[src/rtl/nau_pkg.sv]
// ----------------------------------------------------------------------------
// nau_pkg
// Shared sizes, codes, control word layout and microcode program of the
// accumulator update block.
// ----------------------------------------------------------------------------
`default_nettype none

package nau_pkg;

  // Sizes
  localparam int ACC_DIM      = 256;
  localparam int NUM_FEATURES = 1024;
  localparam int STACK_DEPTH  = 8;

  localparam int DATA_W  = 16;
  localparam int KIND_W  = 3;
  localparam int FEAT_W  = 10;
  localparam int DIMF_W  = 8;
  localparam int STAT_W  = 2;

  localparam int IDX_W   = (ACC_DIM > 1) ? $clog2(ACC_DIM) : 1;
  localparam int DEPTH_W = $clog2(STACK_DEPTH + 1);
  localparam int SLOT_W  = (STACK_DEPTH > 1) ? $clog2(STACK_DEPTH) : 1;
  localparam int WADDR_W = $clog2(ACC_DIM * NUM_FEATURES);
  localparam int SADDR_W = (STACK_DEPTH * ACC_DIM > 1) ? $clog2(STACK_DEPTH * ACC_DIM) : 1;

  localparam int IN_DATA_W  = 40;
  localparam int OUT_DATA_W = 24;

  // Item kinds
  localparam logic [KIND_W-1:0] K_WR_WEIGHT = 3'd0;
  localparam logic [KIND_W-1:0] K_WR_BIAS   = 3'd1;
  localparam logic [KIND_W-1:0] K_INIT      = 3'd2;
  localparam logic [KIND_W-1:0] K_PUSH      = 3'd3;
  localparam logic [KIND_W-1:0] K_ADD       = 3'd4;
  localparam logic [KIND_W-1:0] K_SUB       = 3'd5;
  localparam logic [KIND_W-1:0] K_POP       = 3'd6;
  localparam logic [KIND_W-1:0] K_READ      = 3'd7;

  // Status codes
  localparam logic [STAT_W-1:0] ST_OK    = 2'd0;
  localparam logic [STAT_W-1:0] ST_OVER  = 2'd1;
  localparam logic [STAT_W-1:0] ST_UNDER = 2'd2;
  localparam logic [STAT_W-1:0] ST_RANGE = 2'd3;

  // Write modes of the element pipeline
  localparam logic [2:0] M_NONE = 3'd0;
  localparam logic [2:0] M_INIT = 3'd1;
  localparam logic [2:0] M_ADD  = 3'd2;
  localparam logic [2:0] M_SUB  = 3'd3;
  localparam logic [2:0] M_PUSH = 3'd4;
  localparam logic [2:0] M_POP  = 3'd5;

  // Microcode step addresses
  localparam int PC_W = 4;
  localparam logic [PC_W-1:0] S_IDLE  = 4'd0;
  localparam logic [PC_W-1:0] S_WRW   = 4'd1;
  localparam logic [PC_W-1:0] S_WRB   = 4'd2;
  localparam logic [PC_W-1:0] S_RD    = 4'd3;
  localparam logic [PC_W-1:0] S_RDOUT = 4'd4;
  localparam logic [PC_W-1:0] S_INIT  = 4'd5;
  localparam logic [PC_W-1:0] S_ADD   = 4'd6;
  localparam logic [PC_W-1:0] S_SUB   = 4'd7;
  localparam logic [PC_W-1:0] S_PUSH  = 4'd8;
  localparam logic [PC_W-1:0] S_POP   = 4'd9;
  localparam logic [PC_W-1:0] S_DRAIN = 4'd10;
  localparam logic [PC_W-1:0] S_NOP   = 4'd11;

  typedef struct packed {
    logic            dispatch;  // wait for an item, then jump to its entry
    logic            rd;        // issue element reads at the index
    logic [2:0]      mode;      // write applied when the read data returns
    logic            wr_w;      // write one weight
    logic            wr_b;      // write one bias
    logic            rd_res;    // take the accumulator element as result
    logic            done;      // load the result register
    logic            loop;      // repeat until the last element
    logic [PC_W-1:0] nxt;
  } ctl_t;

  function automatic ctl_t ucode(input logic [PC_W-1:0] pc);
    ctl_t c;
    c = '0;
    c.nxt = S_IDLE;
    case (pc)
      S_IDLE:  begin c.dispatch = 1'b1; end
      S_WRW:   begin c.wr_w = 1'b1; c.done = 1'b1; end
      S_WRB:   begin c.wr_b = 1'b1; c.done = 1'b1; end
      S_RD:    begin c.rd = 1'b1; c.nxt = S_RDOUT; end
      S_RDOUT: begin c.rd_res = 1'b1; c.done = 1'b1; end
      S_INIT:  begin c.rd = 1'b1; c.mode = M_INIT; c.loop = 1'b1; c.nxt = S_DRAIN; end
      S_ADD:   begin c.rd = 1'b1; c.mode = M_ADD;  c.loop = 1'b1; c.nxt = S_DRAIN; end
      S_SUB:   begin c.rd = 1'b1; c.mode = M_SUB;  c.loop = 1'b1; c.nxt = S_DRAIN; end
      S_PUSH:  begin c.rd = 1'b1; c.mode = M_PUSH; c.loop = 1'b1; c.nxt = S_DRAIN; end
      S_POP:   begin c.rd = 1'b1; c.mode = M_POP;  c.loop = 1'b1; c.nxt = S_DRAIN; end
      S_DRAIN: begin c.done = 1'b1; end
      S_NOP:   begin c.done = 1'b1; end
      default: begin c.dispatch = 1'b1; end
    endcase
    return c;
  endfunction

endpackage

`default_nettype wire

[src/rtl/nau_seq.sv]
// ----------------------------------------------------------------------------
// nau_seq
// Microcode sequencer: step counter over the control word table, with
// dispatch on a new item and a loop jump on the element index.
// ----------------------------------------------------------------------------
`default_nettype none

module nau_seq import nau_pkg::*; (
  input  wire logic            clk,
  input  wire logic            rst_n,
  input  wire logic            start,
  input  wire logic [PC_W-1:0] entry,
  input  wire logic            last,
  output ctl_t                 ctl
);

  logic [PC_W-1:0] pc_r;
  logic [PC_W-1:0] pc_nxt;

  assign ctl = ucode(pc_r);

  always_comb begin
    if (ctl.dispatch) begin
      pc_nxt = start ? entry : pc_r;
    end else if (ctl.loop && !last) begin
      pc_nxt = pc_r;
    end else begin
      pc_nxt = ctl.nxt;
    end
  end

  always_ff @(posedge clk) begin
    if (!rst_n) begin
      pc_r <= S_IDLE;
    end else begin
      pc_r <= pc_nxt;
    end
  end

endmodule

`default_nettype wire

[config.mk]
export PLATFORM = sky130hd
export DESIGN_NAME = nau_seq
export DESIGN_NICKNAME = d
export VERILOG_FILES = /design/src/rtl/nau_pkg.sv /design/src/rtl/nau_seq.sv
export SDC_FILE = /design/constraint.sdc
export NUM_CORES = 1
export LEC_CHECK = 0
export ABC_AREA = 1
export BUFFER_PORTS_ARGS = -buffer_cell sky130_fd_sc_hd__buf_2
export CORE_AREA = 2 2 39 41
export CTS_CLUSTER_SIZE = 10
export DETAILED_ROUTE_END_ITERATION = 8
export DIE_AREA = 0 0 41 43
export PLACE_DENSITY = 0.7
export SYNTH_ARGS = -nofsm -noshare
export SYNTH_HDL_FRONTEND = slang
export SYNTH_SLANG_ARGS = --single-unit
export TNS_END_PERCENT = 10
[constraint.sdc]
create_clock -name clk -period 1.1 [get_ports clk]
set_input_delay 0.22 -clock clk [delete_from_list [all_inputs] [get_ports clk]]
set_output_delay 0.22 -clock clk [all_outputs]
set_load 0.02 [all_outputs]
==> impl_results.md <==
- DPL Wire Length: ~760 um
- P_leak: ~0.39 nW
- Most frequent cells in the layout: 17 x buf_4, 12 x nand2_1, 10 x nor2_1
- DIE AREA: 1760 sq um
- DP Worst Slack: -0.163 ns
- Slowest CP cell: dfxtp_4
- Crit path DAT: roughly 1.2 ns
- CTS H-tree lvls: 1
- VDD IR max: about 0.0014 V
- Global placement routability congestion: around 0.82
- Crit start category: flop
- 1st-iter DRT viols: 12
- Max-slew violations: 0
- # diodes: 0
- Syn Area/Cell: approximately 5.9 sq um
- Mapped Area: 387 sq um
- CP endpoint kind: primary output
- Synthesized instance count: between 60 and 70
- Largest net degree at the start of global routing: 7
- Distinct cells, synth: 15
- Reg-to-reg endpoint: pc_r[3]$_SDFFE_PN0P_
- GRT Total Usage: 0.125
- Warnings, synthesis: 0
- Failing checks: setup timing
- Site Rows: 14
- Top Ports: 22
- CP peak stage delay: roughly 0.40 ns
- Final period utilization: 1.30
- I/O Buffers: 20
- Worst Skew: roughly 0.00091 ns
- Sequential element share of the synthesized area: 0.207
- Final min period: around 1.4 ns
- FF-to-FF setup slack: -0.09 ns
- Crit-path max FO: 3
- Vias per cell: 4.30
- Synth area leader: dfxtp_1
- Cell mode on critical path: nor2_4
- Via count: 482
- PD cells: 4100 nW/um^2
- Post-CTS Setup Inserts: 0
- Yosys reg bits: 4
- Core area: between 1000 and 1500 sq um
- Final Hold Violating Endpoints: 0
- Total chip power: about 2.9 mW
- Starting Density: 0.279
- Min-delay worst type: input pin to flop
- Worst-path cell chain: inv_4, nor2_4, inv_2, nor2_4, nor2_1, o211ai_1, buf_4
- Top flop regs: pc_r (4)
- Worst Setup EP: ctl[5]
- Setup-failing EPs final: 17
- Hold Slack: 0.241 ns
- FMAX: 0.700 GHz
- Final wirelength: between 900 and 1000 um
- DRT Pass-1 Iters: 4
- Final setup TNS: -3.23 ns
- Fin util: 0.504
- Clock slew at reported path FFs: 0.04 ns
- Outcome: finished with violations
- Number of global-route vias before repair: ~400
- Avg WL per Cell: 8.61 um
- CTS tree: yes
- Latest clock arrival within the worst-skew pair: roughly 0.23 ns
- R2R Path Start: pc_r[2]$_SDFFE_PN0P_
- Die width: 41 um
- Worst r2r path cells: 9
- Clock Tree Buf Depth: 2
- Top-area cell type share of the netlist area: 0.207
- Synthesized Nets: between 70 and 80
- Total grt overflow: 0
- Inserted Clock Buffers: 3
- Initial antenna violation count: 0
- Biggest register: pc_r
- Synth area leaders: dfxtp_1 21%, nand2_1 14%, nor2_1 13%, nand3_1 9.1%, inv_1 6.8%
- RSZ-0062 raised after global routing: true
- Commonest non-fill, non-tap cell in the layout: buf_4
- FILL cells: roughly 150
- Max_cap viols: 0
- Worst setup margin: -0.328 ns
- Die Ht: between 40 and 50 um
- Routed Antenna Nets: 0
- Layout cells sized above 1: 0.573
- Layout area overhead: 80.3%
- Max reg flops: 4
- First-pass GRT wire length: 1520 um
- Setup crit start: pc_r[2]$_SDFFE_PN0P_
- TritonCTS sink count: 4
- Worst path required time: ~0.9 ns
- Critical path type: flop to primary output
- Final nets: 106
- CTS root buf: clkbuf_4
- Residual DRC: 0
==> cells by family (layout without fill, tap and decap cells) <==
group                     Yosys count  after routing  share of synthesized area
and+or+nand+nor                    42             42                      0.537
buffers and inverters              13             44                      0.146
AOI/OAI and AO/OA                   4              4                     0.0582
DFF                                 4              4                      0.207
other                               1              1                    0.00970
xor gates and xnor gates            1              1                     0.0421
==> worst min path at each step <==
stage,slack (ns),start,end,depth (start not counted)
floorplan,0.33,rst_n,pc_r[2]$_SDFFE_PN0P_,2
global placement,0.48,rst_n,pc_r[2]$_SDFFE_PN0P_,3
detailed placement,0.48,rst_n,pc_r[2]$_SDFFE_PN0P_,3
CTS,0.23,rst_n,pc_r[2]$_SDFFE_PN0P_,3
global route,0.24,rst_n,pc_r[2]$_SDFFE_PN0P_,3
finish,0.24,rst_n,pc_r[1]$_SDFFE_PN0P_,3
==> repair_timing <==
item                       4_1_cts  5_1_grt
hold buffers                     0        0
setup endpoints to repair       17       17
gates resized for setup         18        9
pin swaps                        2        2
==> where the power goes <==
group	total (mW)	internal [mW]	switching (mW)
Sequential	0.403	0.248	0.155
Clock	0.176	0.122	0.0541
Combinational	2.28	1.02	1.26
Total	2.86	1.39	1.47
==> stage by stage <==
step	cell area, sq um	std cells
finish	697	112
global route	697	112
CTS	659	112
detailed placement	586	109
global placement	586	109
floorplan	405	65
==> cell usage after synthesis <==
master,instances
nand3_1,7
nand2_4,2
dfxtp_1,4
buf_4,2
nand2_1,14
conb_1,1
nor2_2,2
nor2_1,13
inv_2,4
xnor2_2,1
a21oi_1,3
inv_1,7
o211ai_1,1
nand3_4,1
nand2_2,3
==> per-layer routing <==
metal | wire length (um) | track usage | share of wire | vias up
li1 | - | - | - | 258
met2 | 518 | 0.203 | 0.54 | 16
met3 | 53 | 0.0471 | 0.055 | 0
met1 | 392 | 0.152 | 0.41 | 208
met4 | 0 | 0.0200 | 0 | 0
met5 | 0 | 0 | 0 | -
==> critical path, delay by kind of cell, from the launching register on <==
family | cells | cell delay (ns)
AO/OA/AOI/OAI | 1 | 0.07
buffers and inverters | 3 | 0.29
flip-flops | 1 | 0.40
AND/OR/NAND/NOR | 3 | 0.21
==> area by class of cell <==
cell class              count  area, sq um  share of cell area
clock buffers               3         22.5              0.0323
well taps                  16         20.0              0.0287
multi-input cells          48          304               0.436
repair buffers             30          218               0.312
flip-flops and latches      4         88.8               0.127
inverters                  11         43.8              0.0628
Power figures use the tool's default switching activity.
